==> config.mk <==
export PLATFORM = sky130hd
export DESIGN_NAME = soundex_name_encoder_unit
export DESIGN_NICKNAME = d
export VERILOG_FILES = /design/src/rtl/sndx_pkg.sv /design/src/rtl/sndx_core.sv /design/src/rtl/soundex_name_encoder_unit.sv
export SDC_FILE = /design/constraint.sdc
export NUM_CORES = 1
export LEC_CHECK = 0
export ABC_CLOCK_PERIOD_IN_PS = 2800
export BUFFER_PORTS_ARGS = -buffer_cell sky130_fd_sc_hd__buf_4
export CAP_MARGIN = 20
export CORE_ASPECT_RATIO = 0.8
export CORE_MARGIN = 2
export CORE_UTILIZATION = 55
export DETAILED_ROUTE_END_ITERATION = 6
export PLACE_DENSITY = 0.77
export SKIP_CTS_REPAIR_TIMING = 1
export SLEW_MARGIN = 25
export SYNTH_ARGS = -nofsm -noshare
export SYNTH_HDL_FRONTEND = slang
export SYNTH_SLANG_ARGS = --single-unit
==> constraint.sdc <==
create_clock -name clk_i -period 2.8 [get_ports clk_i]
set_input_delay 0.14 -clock clk_i [delete_from_list [all_inputs] [get_ports clk_i]]
set_output_delay 0.14 -clock clk_i [all_outputs]
set_load 0.02 [all_outputs]
==> src/rtl/sndx_pkg.sv <==
// ---------------------------------------------------------------------------
// sndx_pkg: shared types and helpers for the Soundex name encoder
// Item and result records, digit widths and the letter-to-digit mapping.
// ---------------------------------------------------------------------------
package sndx_pkg;

  localparam int unsigned ByteW      = 8;
  localparam int unsigned CodeW      = 3;
  localparam int unsigned DigitsKept = 3;
  localparam int unsigned CountW     = 2;

  localparam logic [ByteW-1:0] AsciiZero   = 8'h30;
  localparam logic [ByteW-1:0] AsciiNine   = 8'h39;
  localparam logic [ByteW-1:0] AsciiLowerA = 8'h61;
  localparam logic [ByteW-1:0] AsciiLowerZ = 8'h7a;
  localparam logic [ByteW-1:0] CaseOffset  = 8'h20;

  localparam logic [CodeW-1:0] CodeNone = 3'd0;
  localparam logic [CodeW-1:0] CodeLab  = 3'd1;  // B F P V
  localparam logic [CodeW-1:0] CodeGut  = 3'd2;  // C G J K Q S X Z
  localparam logic [CodeW-1:0] CodeDent = 3'd3;  // D T
  localparam logic [CodeW-1:0] CodeLiq  = 3'd4;  // L
  localparam logic [CodeW-1:0] CodeNas  = 3'd5;  // M N
  localparam logic [CodeW-1:0] CodeRho  = 3'd6;  // R

  typedef struct packed {
    logic [ByteW-1:0] ch;
    logic             has_char;
    logic             is_last;
  } item_t;

  typedef struct packed {
    logic [ByteW-1:0] head_letter;
    logic [CodeW-1:0] code_one;
    logic [CodeW-1:0] code_two;
    logic [CodeW-1:0] code_three;
    logic             empty_code;
  } result_t;

  // lower-case ascii letters to upper case, everything else unchanged
  function automatic logic [ByteW-1:0] upcase(input logic [ByteW-1:0] c);
    logic [ByteW-1:0] r;
    r = c;
    if (c >= AsciiLowerA && c <= AsciiLowerZ) begin
      r = c - CaseOffset;
    end
    return r;
  endfunction

  // case-insensitive soundex digit, zero for anything unmapped
  function automatic logic [CodeW-1:0] letter_code(input logic [ByteW-1:0] c);
    logic [CodeW-1:0] r;
    unique case (upcase(c))
      8'h42, 8'h46, 8'h50, 8'h56:                         r = CodeLab;
      8'h43, 8'h47, 8'h4a, 8'h4b, 8'h51, 8'h53, 8'h58, 8'h5a: r = CodeGut;
      8'h44, 8'h54:                                       r = CodeDent;
      8'h4c:                                              r = CodeLiq;
      8'h4d, 8'h4e:                                       r = CodeNas;
      8'h52:                                              r = CodeRho;
      default:                                            r = CodeNone;
    endcase
    return r;
  endfunction

endpackage

==> src/rtl/sndx_core.sv <==
// ---------------------------------------------------------------------------
// sndx_core: per-name encoding state
// Folds one byte per advance into the head letter and digit store and
// forms the result that goes out on the last byte of a name.
// ---------------------------------------------------------------------------
module sndx_core (
  input  logic             clk_i,
  input  logic             rst_ni,
  input  logic             advance_i,
  input  sndx_pkg::item_t  item_i,
  output sndx_pkg::result_t result_o
);
  import sndx_pkg::*;

  logic                  head_seen_q, head_seen_d;
  logic [ByteW-1:0]      head_byte_q, head_byte_d;
  logic [CodeW-1:0]      prior_code_q, prior_code_d;
  logic [CountW-1:0]     digit_count_q, digit_count_d;
  logic [CodeW-1:0]      digit_store_q [DigitsKept];
  logic [CodeW-1:0]      digit_store_d [DigitsKept];
  logic [CodeW-1:0]      code;
  logic                  is_digit;

  assign code     = letter_code(item_i.ch);
  assign is_digit = (item_i.ch >= AsciiZero) && (item_i.ch <= AsciiNine);

  // next state for the byte in the input stage
  always_comb begin
    head_seen_d   = head_seen_q;
    head_byte_d   = head_byte_q;
    prior_code_d  = prior_code_q;
    digit_count_d = digit_count_q;
    digit_store_d = digit_store_q;
    if (item_i.has_char) begin
      if (!head_seen_q) begin
        if (!is_digit) begin
          head_seen_d = 1'b1;
          head_byte_d = upcase(item_i.ch);
        end
      end else if (digit_count_q < CountW'(DigitsKept)) begin
        if (code != CodeNone && code != prior_code_q) begin
          digit_store_d[digit_count_q] = code;
          digit_count_d                = digit_count_q + CountW'(1);
          prior_code_d                 = code;
        end
      end
    end
  end

  // result as seen after this byte
  always_comb begin
    if (head_seen_d) begin
      result_o.head_letter = head_byte_d;
      result_o.code_one    = digit_store_d[0];
      result_o.code_two    = digit_store_d[1];
      result_o.code_three  = digit_store_d[2];
      result_o.empty_code  = 1'b0;
    end else begin
      result_o.head_letter = '0;
      result_o.code_one    = CodeNone;
      result_o.code_two    = CodeNone;
      result_o.code_three  = CodeNone;
      result_o.empty_code  = 1'b1;
    end
  end

  // state registers, cleared after each name
  always_ff @(posedge clk_i or negedge rst_ni) begin
    if (!rst_ni) begin
      head_seen_q   <= 1'b0;
      head_byte_q   <= '0;
      prior_code_q  <= CodeNone;
      digit_count_q <= '0;
      for (int i = 0; i < DigitsKept; i++) digit_store_q[i] <= CodeNone;
    end else if (advance_i) begin
      if (item_i.is_last) begin
        head_seen_q   <= 1'b0;
        head_byte_q   <= '0;
        prior_code_q  <= CodeNone;
        digit_count_q <= '0;
        for (int i = 0; i < DigitsKept; i++) digit_store_q[i] <= CodeNone;
      end else begin
        head_seen_q   <= head_seen_d;
        head_byte_q   <= head_byte_d;
        prior_code_q  <= prior_code_d;
        digit_count_q <= digit_count_d;
        digit_store_q <= digit_store_d;
      end
    end
  end

  // no digits before a head letter
  a_count_needs_head: assert property (@(posedge clk_i) disable iff (!rst_ni)
    !head_seen_q |-> digit_count_q == '0)
    else $error("digits held without head letter");

  // prior code is zero exactly when no digit is held
  a_prior_tracks_count: assert property (@(posedge clk_i) disable iff (!rst_ni)
    (digit_count_q == '0) == (prior_code_q == CodeNone))
    else $error("prior code out of step with digit count");

  // state is cleared after the last byte of a name
  a_clear_after_last: assert property (@(posedge clk_i) disable iff (!rst_ni)
    advance_i && item_i.is_last |=> !head_seen_q && digit_count_q == '0)
    else $error("state not cleared after end of name");

endmodule

==> src/rtl/soundex_name_encoder_unit.sv <==
// ---------------------------------------------------------------------------
// soundex_name_encoder_unit: streaming Soundex-style name encoder
// Input register, encoding state and result register.
// ---------------------------------------------------------------------------
// Usage:
//   A name enters one byte per transfer on the in_ channel (valid/ready);
//   has_char_i = 0 marks a bare end marker, is_last_i = 1 ends the name.
//   Exactly one result leaves on the out_ channel per name, after the
//   transfer marked is_last_i: head letter, three digits, and empty_code_o
//   set when no head letter was found.
//   Timing: a byte is held in the input register and is folded in when
//   it advances; the result is loaded into the result register when the
//   last byte of the name advances.
//   Throughput: one byte per cycle while no last byte waits on a full
//   result register; a new byte gets in while a finished result waits.
//   Stall: while the result register holds an untaken result, only a last
//   byte waits in the input register; other bytes keep flowing.
//   Reset: valid flags and encoding state clear, no result is pending,
//   the next byte starts a new name.
// ---------------------------------------------------------------------------
module soundex_name_encoder_unit (
  input  logic                                  clk_i,
  input  logic                                  rst_ni,
  input  logic                                  in_valid_i,
  output logic                                  in_ready_o,
  input  logic [sndx_pkg::ByteW-1:0]            ch_i,
  input  logic                                  has_char_i,
  input  logic                                  is_last_i,
  output logic                                  out_valid_o,
  input  logic                                  out_ready_i,
  output logic [sndx_pkg::ByteW-1:0]            head_letter_o,
  output logic [sndx_pkg::CodeW-1:0]            code_one_o,
  output logic [sndx_pkg::CodeW-1:0]            code_two_o,
  output logic [sndx_pkg::CodeW-1:0]            code_three_o,
  output logic                                  empty_code_o
);
  import sndx_pkg::*;

  logic    in_valid_q;
  item_t   item_q;
  logic    out_valid_q;
  result_t result_q;
  result_t result;
  logic    out_free;
  logic    advance;

  // the input stage moves on unless it holds a last byte and the result slot is full
  assign out_free   = !out_valid_q || out_ready_i;
  assign advance    = in_valid_q && (!item_q.is_last || out_free);
  assign in_ready_o = !in_valid_q || advance;

  // input register
  always_ff @(posedge clk_i or negedge rst_ni) begin
    if (!rst_ni) begin
      in_valid_q <= 1'b0;
    end else if (in_ready_o) begin
      in_valid_q <= in_valid_i;
    end
  end

  always_ff @(posedge clk_i) begin
    if (in_valid_i && in_ready_o) begin
      item_q.ch       <= ch_i;
      item_q.has_char <= has_char_i;
      item_q.is_last  <= is_last_i;
    end
  end

  sndx_core u_core (
    .clk_i     (clk_i),
    .rst_ni    (rst_ni),
    .advance_i (advance),
    .item_i    (item_q),
    .result_o  (result)
  );

  // result register
  always_ff @(posedge clk_i or negedge rst_ni) begin
    if (!rst_ni) begin
      out_valid_q <= 1'b0;
    end else if (advance && item_q.is_last) begin
      out_valid_q <= 1'b1;
    end else if (out_ready_i) begin
      out_valid_q <= 1'b0;
    end
  end

  always_ff @(posedge clk_i) begin
    if (advance && item_q.is_last) begin
      result_q <= result;
    end
  end

  assign out_valid_o   = out_valid_q;
  assign head_letter_o = result_q.head_letter;
  assign code_one_o    = result_q.code_one;
  assign code_two_o    = result_q.code_two;
  assign code_three_o  = result_q.code_three;
  assign empty_code_o  = result_q.empty_code;

  // a finished name always lands in the result register
  a_last_loads_result: assert property (@(posedge clk_i) disable iff (!rst_ni)
    advance && item_q.is_last |=> out_valid_q)
    else $error("end of name did not produce a result");

  // a waiting result stays put until it is taken
  a_out_hold: assert property (@(posedge clk_i) disable iff (!rst_ni)
    out_valid_q && !out_ready_i |=> out_valid_q && $stable(result_q))
    else $error("result changed while waiting");

  // an empty input register always takes a transfer
  a_ready_when_empty: assert property (@(posedge clk_i) disable iff (!rst_ni)
    !in_valid_q |-> in_ready_o)
    else $error("input not ready while input register is empty");

endmodule
==> flow_summary.toml, run 1 <==
[logic_synthesis]
synthesis.area_um2 = 2830
syn_inst = 263
synthArstFlopShare_pct = 47.2
yosys_warnings = 0
yosys_register_bits = 53
synth_top_flop_cell = "edfxtp_1"
ys_seq_area_share_pct = 51.9
synth-edff-count = 28
synth_cell_type_count = 58
synth_nets = 283
avgSynthCellArea_um2 = 10.7

[timing]
relSlewSlack_pct = 54.6
layout_setup_ws_ns = 0.249
slew_viol_final = 0
rsz0062_at_grt = "no"
skew_ns = 0.0123
post-route-period-util_pct = 91.1
tns_ns = 0
holdWs_ns = 0.0211
setup_viol = 0
fmax_mhz = 392
tightest_slew_ns = 0.678
hold_violations = 0
period_needed_ns = 2.55

[placement]
io_buffer_count = 33
post-dp-hpwl_um = 4150
finalWeightedCongestion = 0.817
pre_cts_ws_ns = 0.297

[detailed_routing]
totalWireLength_um = 6130
num_vias = 2233
drtIter0Drc = 189
dr.pass1.iters = 4
ant_nets = 0
via_per_inst = 5.94
wl_per_cell_um = 16.3
drc = 0

[layout]
final_nets = 333
drive_gt1_share_pct = 21.0
syn_to_final_growth_pct = 20.1
n_antenna_cell = 0

[global_routing]
grt.total_usage_pct = 22.0
overflow = 0
grt_max_degree = 26
antenna_found_initial = 0
grt_pass1_vias = 2050
grt_pass1_wl_um = 9850

[clocking]
insertion_delay_ns = 0.31
cts.htree.levels = 2
clock-sinks = 53
clockBufferDepth = 2
cts_tree = "done"
numCtsBuffers = 5
clkTransAtPathRegs_ns = 0.10
root_buffer = "clkbuf_8"

[critical_path]
r2r-start = "item_q[6]"
arrival_ns = 2.75
worstSetupPathType = "flop to flop"
crit_end = "u_core.digit_count_q[1]"
r2r_slack_ns = 0.25
crit_required_ns = 2.99
rr_endpoint = "u_core.digit_count_q[1]"
crit_path_start = "item_q[6]"
end_kind = "flop"
r2r_cells = 7
path_max_fanout = 14
worstSetupStartpointType = "flop"

[die]
die_h_um = 68.1
io_pins = 34
die_area_um2 = 5730
initial_core_util_pct = 56.8
rows = 23
core-area_um2 = 4980
die_w_um = 84.2

[min_path]
hold_path_class = "input pin to flop"
hold_path_depth = 2

[pwr]
pwr-share-seq_pct = 50.3
power_density_nw_per_um2 = 588
power_frac_clock_pct = 24.5
leakage_nw = 1.42
p_sw_w = 0.000617
max-vdd-ir-drop_v = 0.000419
combPwrFrac_pct = 25.2
power_switching_share_pct = 30.9
p_int_w = 0.00138

[run_status]
outcome = "finished, final reports clean"

[job]
max-cap-violations = 0
-- flip-flops by register name, indices dropped and copies added (netlist names), 2 cells and up --
name                  flops
u_core.digit_store_q      9
u_core.prior_code_q       3
item_q                   10
u_core.digit_count_q      2
code_three_o              3
head_letter_o             8
code_one_o                3
u_core.head_byte_q        8
code_two_o                3
-- cell type report --
type	instances	area, um2
inverters	12	45.0
clock inverters	1	8.76
fillers	392	1580
well taps	62	77.6
repair buffers	58	463
flip-flops and latches	53	1470
multi-input cells	183	1240
clock buffers	7	97.6
-- cells in the mapped netlist (4+ instances only) --
library cell   n  area (um2)
o211ai_1      12        90.1
nor2b_1        7        43.8
nand2b_1      12        75.1
ha_1           6        75.1
dfrtp_1       25         626
a22o_1        11        96.3
nor2_1        10        37.5
edfxtp_1      28         841
and2_1         5        31.3
nand2_1       27         101
nand3_1        7        35.0
a21oi_1        7        35.0
clkbuf_1      10        37.5
o21ai_0        7        35.0
inv_1         12        45.0
nor3_1         4        20.0
o21ai_1       13        65.1
-- per-layer routing --
layer	wire length [um]	vias to the layer above	track usage (%)
met5	0	-	0
met4	82	0	5.85
met3	367	8	4.22
met2	2880	63	37.9
met1	2800	1086	29.3
li1	-	1076	-
-- logic make-up after synthesis --
kind of cell / share of synthesized area, %
DFF: 51.9
AOI/OAI and AO/OA: 20.3
and+or+nand+nor: 19.1
xor gates and xnor gates: 0.310
adders and majority gates: 2.66
muxes: 1.46
buffers and inverters: 4.34
-- power groups by stage --
stage	Combinational (W)	Sequential, W	Clock (W)
3_5_place_dp	0.000486	0.00102	0
4_1_cts	0.000488	0.00100	0.000493
3_3_place_gp	0.000474	0.00102	0
5_1_grt	0.000550	0.00102	0.000520
2_1_floorplan	0.000336	0.00102	0
6_report	0.000503	0.00101	0.000489
-- placed cells by master (no fill, tap or decap), drive strengths merged, types with 4 or more instances in the layout --
| cell | count |
|---|---|
| dlygate4sd3 | 11 |
| a22o | 11 |
| nand2 | 29 |
| nor3 | 4 |
| and2 | 6 |
| o21ai | 20 |
| dfrtp | 25 |
| nor2 | 11 |
| nor2b | 7 |
| a21oi | 8 |
| ha | 6 |
| nand2b | 13 |
| clkbuf | 7 |
| nand3 | 7 |
| buf | 47 |
| edfxtp | 28 |
| o211ai | 12 |
| inv | 12 |
-- how the worst min path moves through the flow --
stage / startpoint / end / slack (ns)
6_report: in_valid_i / in_valid_q / 0.02
5_1_grt: in_valid_i / in_valid_q / 0.05
4_1_cts: rst_ni / u_core.digit_store_q[2] / -0.26
3_5_place_dp: rst_ni / u_core.digit_store_q[2] / 0.07
3_3_place_gp: rst_ni / u_core.digit_store_q[2] / 0.07
2_1_floorplan: rst_ni / in_valid_q / -0.16
-- critical path: stages, from the launching register on --
cell and delay (ns):
edfxtp_1 0.51, buf_4 0.22, nor4bb_1 0.16, or4_1 0.54, a221o_1 0.37, a21o_4 0.27, and2_4 0.17, a31o_1 0.20
-- metrics by stage --
stage / utilization (%) / power, W / instances / cell area (um2)
after global routing: 68.2 / 0.00209 / 376 / 3400
after detailed placement: 63.9 / 0.00151 / 357 / 3180
after CTS: 66.0 / 0.00198 / 365 / 3290
after global placement: 63.9 / 0.00149 / 357 / 3180
final: 68.2 / 0.00200 / 376 / 3400
after floorplan: - / 0.00136 / 263 / 2830
Note: power is estimated with default switching activity, not from simulation.
==> inputs of run 2 (changes only) <==
Settings changed: RECOVER_POWER set to 50, SYNTH_HIERARCHICAL set to 1.
==> flow_summary.toml, run 2 <==
[global_routing]
grt.total_usage_pct = 21.4
grt_pass1_vias = 1898
overflow = 0
antenna_found_initial = 0
grt_max_degree = 26
grt_pass1_wl_um = 9270

[logic_synthesis]
avgSynthCellArea_um2 = 10.5
synthTopCellsByCount = "nand2_1, edfxtp_1, dfrtp_1, nor2_1, o21ai_0"
synth_top_flop_cell = "edfxtp_1"
synth_area_leader_cell = "edfxtp_1"
synth_nets = 283
synthArstFlopShare_pct = 47.2
synthesis.area_um2 = 2770
yosysTopAreaCellShare_pct = 30.3
synth_cell_type_count = 52
synth_most_common_cell = "nand2_1"
synthTopCellsByArea = "edfxtp_1, dfrtp_1, nand2_1, mux2i_1, ha_1"
syn_inst = 263
yosys_warnings = 6
ys_seq_area_share_pct = 52.9
yosys_register_bits = 53
synth-edff-count = 28

[timing]
layout_setup_ws_ns = 0.264
slew_viol_final = 0
hold_violations = 0
skew_ns = 0.00768
setup_viol = 0
post-route-period-util_pct = 90.6
fmax_mhz = 394
tns_ns = 0
tightest_slew_ns = 1.39
relSlewSlack_pct = 7.31
period_needed_ns = 2.54
rsz0062_at_grt = "no"

[detailed_routing]
totalWireLength_um = 5780
dr.pass1.iters = 4
num_vias = 2116
via_per_inst = 5.64
drtIter0Drc = 163
ant_nets = 0
drc = 0
wl_per_cell_um = 15.4

[clocking]
cts.htree.levels = 2
clockBufferDepth = 2
numCtsBuffers = 5
clock-sinks = 53
clkTransAtPathRegs_ns = 0.09
root_buffer = "clkbuf_8"
cts_tree = "done"
insertion_delay_ns = 0.30

[pwr]
p_sw_w = 0.000441
combPwrFrac_pct = 15.9
power_switching_share_pct = 25.8
power_density_nw_per_um2 = 527
pwr-share-seq_pct = 53.1
max-vdd-ir-drop_v = 0.000397
power_frac_clock_pct = 30.9
p_int_w = 0.00127
leakage_nw = 1.33

[layout]
final_common_cell = "nand2_1"
final_cells = 375
final_util_pct = 66.0
num-fill-cells = 403
largestRegisters = "item_q x10, u_core/digit_store_q x9"
largest_reg_flops = 10
final_cell_mix = "nand2_1, edfxtp_1, dfrtp_1"
ff_latch_area_um2 = 1470
fin_area_um2 = 3250
syn_to_final_growth_pct = 17.1
drive_gt1_share_pct = 15.3
n_antenna_cell = 0
regMostFlops = "item_q"
final_nets = 332
multi_input_area_um2 = 1200

[die]
io_pins = 34
initial_core_util_pct = 56.3
core-area_um2 = 4920
die_h_um = 67.5
rows = 23
die_w_um = 83.4
die_area_um2 = 5630

[critical_path]
path_max_fanout = 8
worstSetupStartpointType = "flop"
cp_cell_sequence = "buf_4 -> xor2_1 -> a32oi_2 -> a21bo_2 -> o32a_1 -> o32a_1 -> nand3_2 -> mux2i_1"
crit_path_frequent_cell = "o32a_1"
crit_required_ns = 2.86
arrival_ns = 2.59
worstSetupPathType = "flop to flop"
crit_path_top_delay_cell = "edfxtp_1"
r2r_slack_ns = 0.26
end_kind = "flop"
max_stage_delay_ns = 0.52

[job]
max-cap-violations = 0

[placement]
pre_cts_ws_ns = 0.215
finalWeightedCongestion = 0.931
placed_area_um2 = 3100
io_buffer_count = 33
dp_cells = 356
post-dp-hpwl_um = 4100

[run_status]
outcome = "finished, final reports clean"

[min_path]
hold_path_class = "input pin to flop"
[run 2: cell count changes after synthesis, moves of 4 or more]
cell      delta
o211ai_1    -11
o21ai_1      -8
clkbuf_1     -5
o22ai_1      +9
nand2_1     +26
nand3_1      -4
a22o_1       -8
nor2_1       +5
mux2i_1      +7
o21ai_0      +8
nand2b_1     -7
[run 2: routing by layer]
| metal | up-vias | GRT usage [%] | part of all wire [%] |
|---|---|---|---|
| met3 | 5 | 5.38 | 8.3 |
| met2 | 81 | 31.4 | 43 |
| li1 | 1045 | - | - |
| met1 | 985 | 31.7 | 48 |
| met4 | 0 | 6.15 | 0.76 |
| met5 | - | 0 | 0 |
[run 2: area by class of cell]
| class | instances | share of cell area (%) |
|---|---|---|
| clock buffer | 7 | 2.66 |
| clock inverter | 1 | 0.925 |
| inverter | 12 | 1.39 |
| multi-input combinational | 187 | 37.0 |
| sequential | 53 | 45.2 |
| tap | 62 | 2.39 |
| timing repair buffer | 53 | 10.4 |
[run 2: worst paths after layout]
path	start	endpoint	cells after the start
worst max-delay path	item_q[5]	code_three_o[0]	8
worst min-delay path	ch_i[2]	item_q[4]	1
worst max register to register	item_q[5]	code_three_o[0]	8
worst min register to register	u_core/head_byte_q[2]	u_core/head_byte_q[2]	2
max in group asynchronous	rst_ni	u_core/digit_store_q[6]	2
min in group asynchronous	rst_ni	u_core/head_byte_q[3]	2
[run 2: kinds of logic after synthesis]
kind of cell	Yosys count	synth area share (%)
xor+xnor	2	0.632
simple gates	104	18.4
buf+inv	23	3.84
flops	53	52.9
fa+ha+maj	7	3.07
compound gates	64	17.6
mux	10	3.61
[run 2: through the flow]
| stage | power, W | hold slack, ns |
|---|---|---|
| after detailed placement | 0.00120 | 0.0716 |
| after floorplan | 0.00110 | -0.156 |
| final | 0.00171 | 0.0344 |
| after global placement | 0.00119 | 0.0721 |
| after CTS | 0.00172 | -0.260 |
| after global routing | 0.00179 | 0.0232 |
[run 2: power by group through the flow]
stage / combinational [W] / sequential [W] / clock (W)
2_1_floorplan: 0.000168 / 0.000934 / 0
3_3_place_gp: 0.000267 / 0.000925 / 0
3_5_place_dp: 0.000273 / 0.000926 / 0
4_1_cts: 0.000273 / 0.000910 / 0.000534
5_1_grt: 0.000304 / 0.000916 / 0.000571
6_report: 0.000272 / 0.000909 / 0.000529
[run 2: worst max-delay path: cells and delay by family (launching register included)]
family          cells  cell delay [ns]
compound gates      4             1.02
simple gates        1             0.22
mux                 1             0.17
xor+xnor            1             0.16
flops               1             0.52
buf+inv             1             0.21
==> inputs of run 3 (changes only) <==
Settings changed: CELL_PAD_IN_SITES_DETAIL_PLACEMENT set to 1, CELL_PAD_IN_SITES_GLOBAL_PLACEMENT set to 2, CORE_MARGIN 2 to not set, CORE_UTILIZATION 55 to 37, PLACE_DENSITY 0.77 to 0.79.
==> flow_summary.toml, run 3 (synthesis gave the netlist of run 2 again) <==
[critical_path]
crit_path_start = "item_q[5]"
cp_num_cells = 8
crit_path_top_delay_cell = "or4_4"
cp_cell_sequence = "buf_4 -> and2b_4 -> o311ai_4 -> nand2_4 -> or4_4 -> a2111oi_4 -> a211oi_2 -> o21ai_1"
rr_endpoint = "u_core/prior_code_q[2]"
r2r_cells = 8
crit_family = "compound AO/OA/AOI/OAI gates"
worstSetupPathType = "flop to flop"
end_kind = "flop"
path_max_fanout = 8
worstSetupStartpointType = "flop"
r2r-start = "item_q[5]"
r2r_slack_ns = 0.22
crit_required_ns = 3.04
max_stage_delay_ns = 0.55
arrival_ns = 2.82
critPathBufInv = 1

[die]
die_w_um = 98.8
die_h_um = 79.4
core-area_um2 = 7060
rows = 27
initial_core_util_pct = 39.3
die_area_um2 = 7850
io_pins = 34

[global_routing]
grt_pass1_wl_um = 11400
grt_max_degree = 26
grt_pass1_vias = 2198
grt.total_usage_pct = 19.1
overflow = 0
antenna_found_initial = 0

[layout]
largestRegisters = "item_q x10, u_core/digit_store_q x9"
syn_to_final_growth_pct = 18.4
num-fill-cells = 809
final_nets = 335
final_common_cell = "nand2_1"
n_antenna_cell = 0
largest_reg_flops = 10
final_cell_mix = "nand2_1, edfxtp_1, dfrtp_1"
drive_gt1_share_pct = 13.9
regMostFlops = "item_q"
final_util_pct = 46.5

[pwr]
leakage_nw = 1.33
max-vdd-ir-drop_v = 0.000185
power_density_nw_per_um2 = 512

[clocking]
clkTransAtPathRegs_ns = 0.09
insertion_delay_ns = 0.31
root_buffer = "clkbuf_8"
numCtsBuffers = 5
cts_tree = "done"
cts.htree.levels = 2
clockBufferDepth = 2
clock-sinks = 53

[job]
max-cap-violations = 1

[detailed_routing]
ant_nets = 0
dr.pass1.iters = 4
drtIter0Drc = 91
totalWireLength_um = 6980
drc = 0
wl_per_cell_um = 17.3
via_per_inst = 5.39
num_vias = 2171

[timing]
fmax_mhz = 388
hold_violations = 0
period_needed_ns = 2.58
slew_viol_final = 26
rsz0062_at_grt = "no"
skew_ns = 0.00552
tns_ns = 0
post-route-period-util_pct = 92.1
relSlewSlack_pct = -3.64
setup_viol = 0
tightest_slew_ns = 1.55

[run_status]
violations = "capacitance limit, slew limit"
outcome = "complete, but fails checks"

[min_path]
hp-start = "in_valid_i"
min_to = "in_valid_q"
hold_path_class = "input pin to flop"
hold_path_depth = 2

[placement]
io_buffer_count = 33
finalWeightedCongestion = 0.830
post-dp-hpwl_um = 4910
## run 3: cell types whose count changed in the layout (fill, tap and decap cells not counted), sizes merged
| cell | change |
|---|---|
| dlygate4sd3 | +3 |
| buf | -2 |
| clkbuf | +2 |
| bufinv | -1 |
| clkinv | +1 |
## run 3: worst max path at each step
stage | end | slack (ns)
after floorplan | code_one_o[0] | 0.49
after global placement | code_three_o[0] | 0.28
after detailed placement | code_two_o[0] | 0.16
after CTS | code_two_o[0] | 0.13
after global routing | code_three_o[0] | 0.02
final | u_core/prior_code_q[2] | 0.22
## run 3: metrics by stage
| stage | area [um2] | hold WS (ns) | worst slack, ns | instances | power, W |
|---|---|---|---|---|---|
| final | 3280 | 0.0356 | 0.223 | 403 | 0.00168 |
| after global routing | 3280 | 0.0567 | 0.0189 | 403 | 0.00176 |
| after CTS | 3230 | -0.254 | 0.130 | 388 | 0.00169 |
| after detailed placement | 3130 | 0.0889 | 0.159 | 380 | 0.00121 |
| after global placement | 3130 | 0.0843 | 0.277 | 380 | 0.00120 |
| after floorplan | 2770 | -0.156 | 0.488 | 263 | 0.00110 |
## run 3: power breakdown
part / internal (W) / leakage (nW) / switching (W)
clock network: 0.000229 / 0.0510 / 0.000256
registers: 0.000874 / 0.609 / 0.0000380
logic: 0.000107 / 0.670 / 0.000177
total: 0.00121 / 1.33 / 0.000471
## run 3: per-layer routing
layer,share of wire (%),track usage [%],vias to the layer above
met5,0,0,-
li1,-,-,1052
met1,49,27.3,1067
met4,1.0,5.82,0
met3,4.2,2.89,5
met2,46,29.9,47
## run 3: layout make-up
class | count | area (um2) | area share (%)
flip-flops and latches | 53 | 1470 | 44.7
multi-input cells | 187 | 1200 | 36.5
repair buffers | 56 | 362 | 11.0
clock inverters | 1 | 3.75 | 0.114
inverters | 12 | 45.0 | 1.37
clock buffers | 7 | 97.6 | 2.97
well taps | 87 | 109 | 3.32
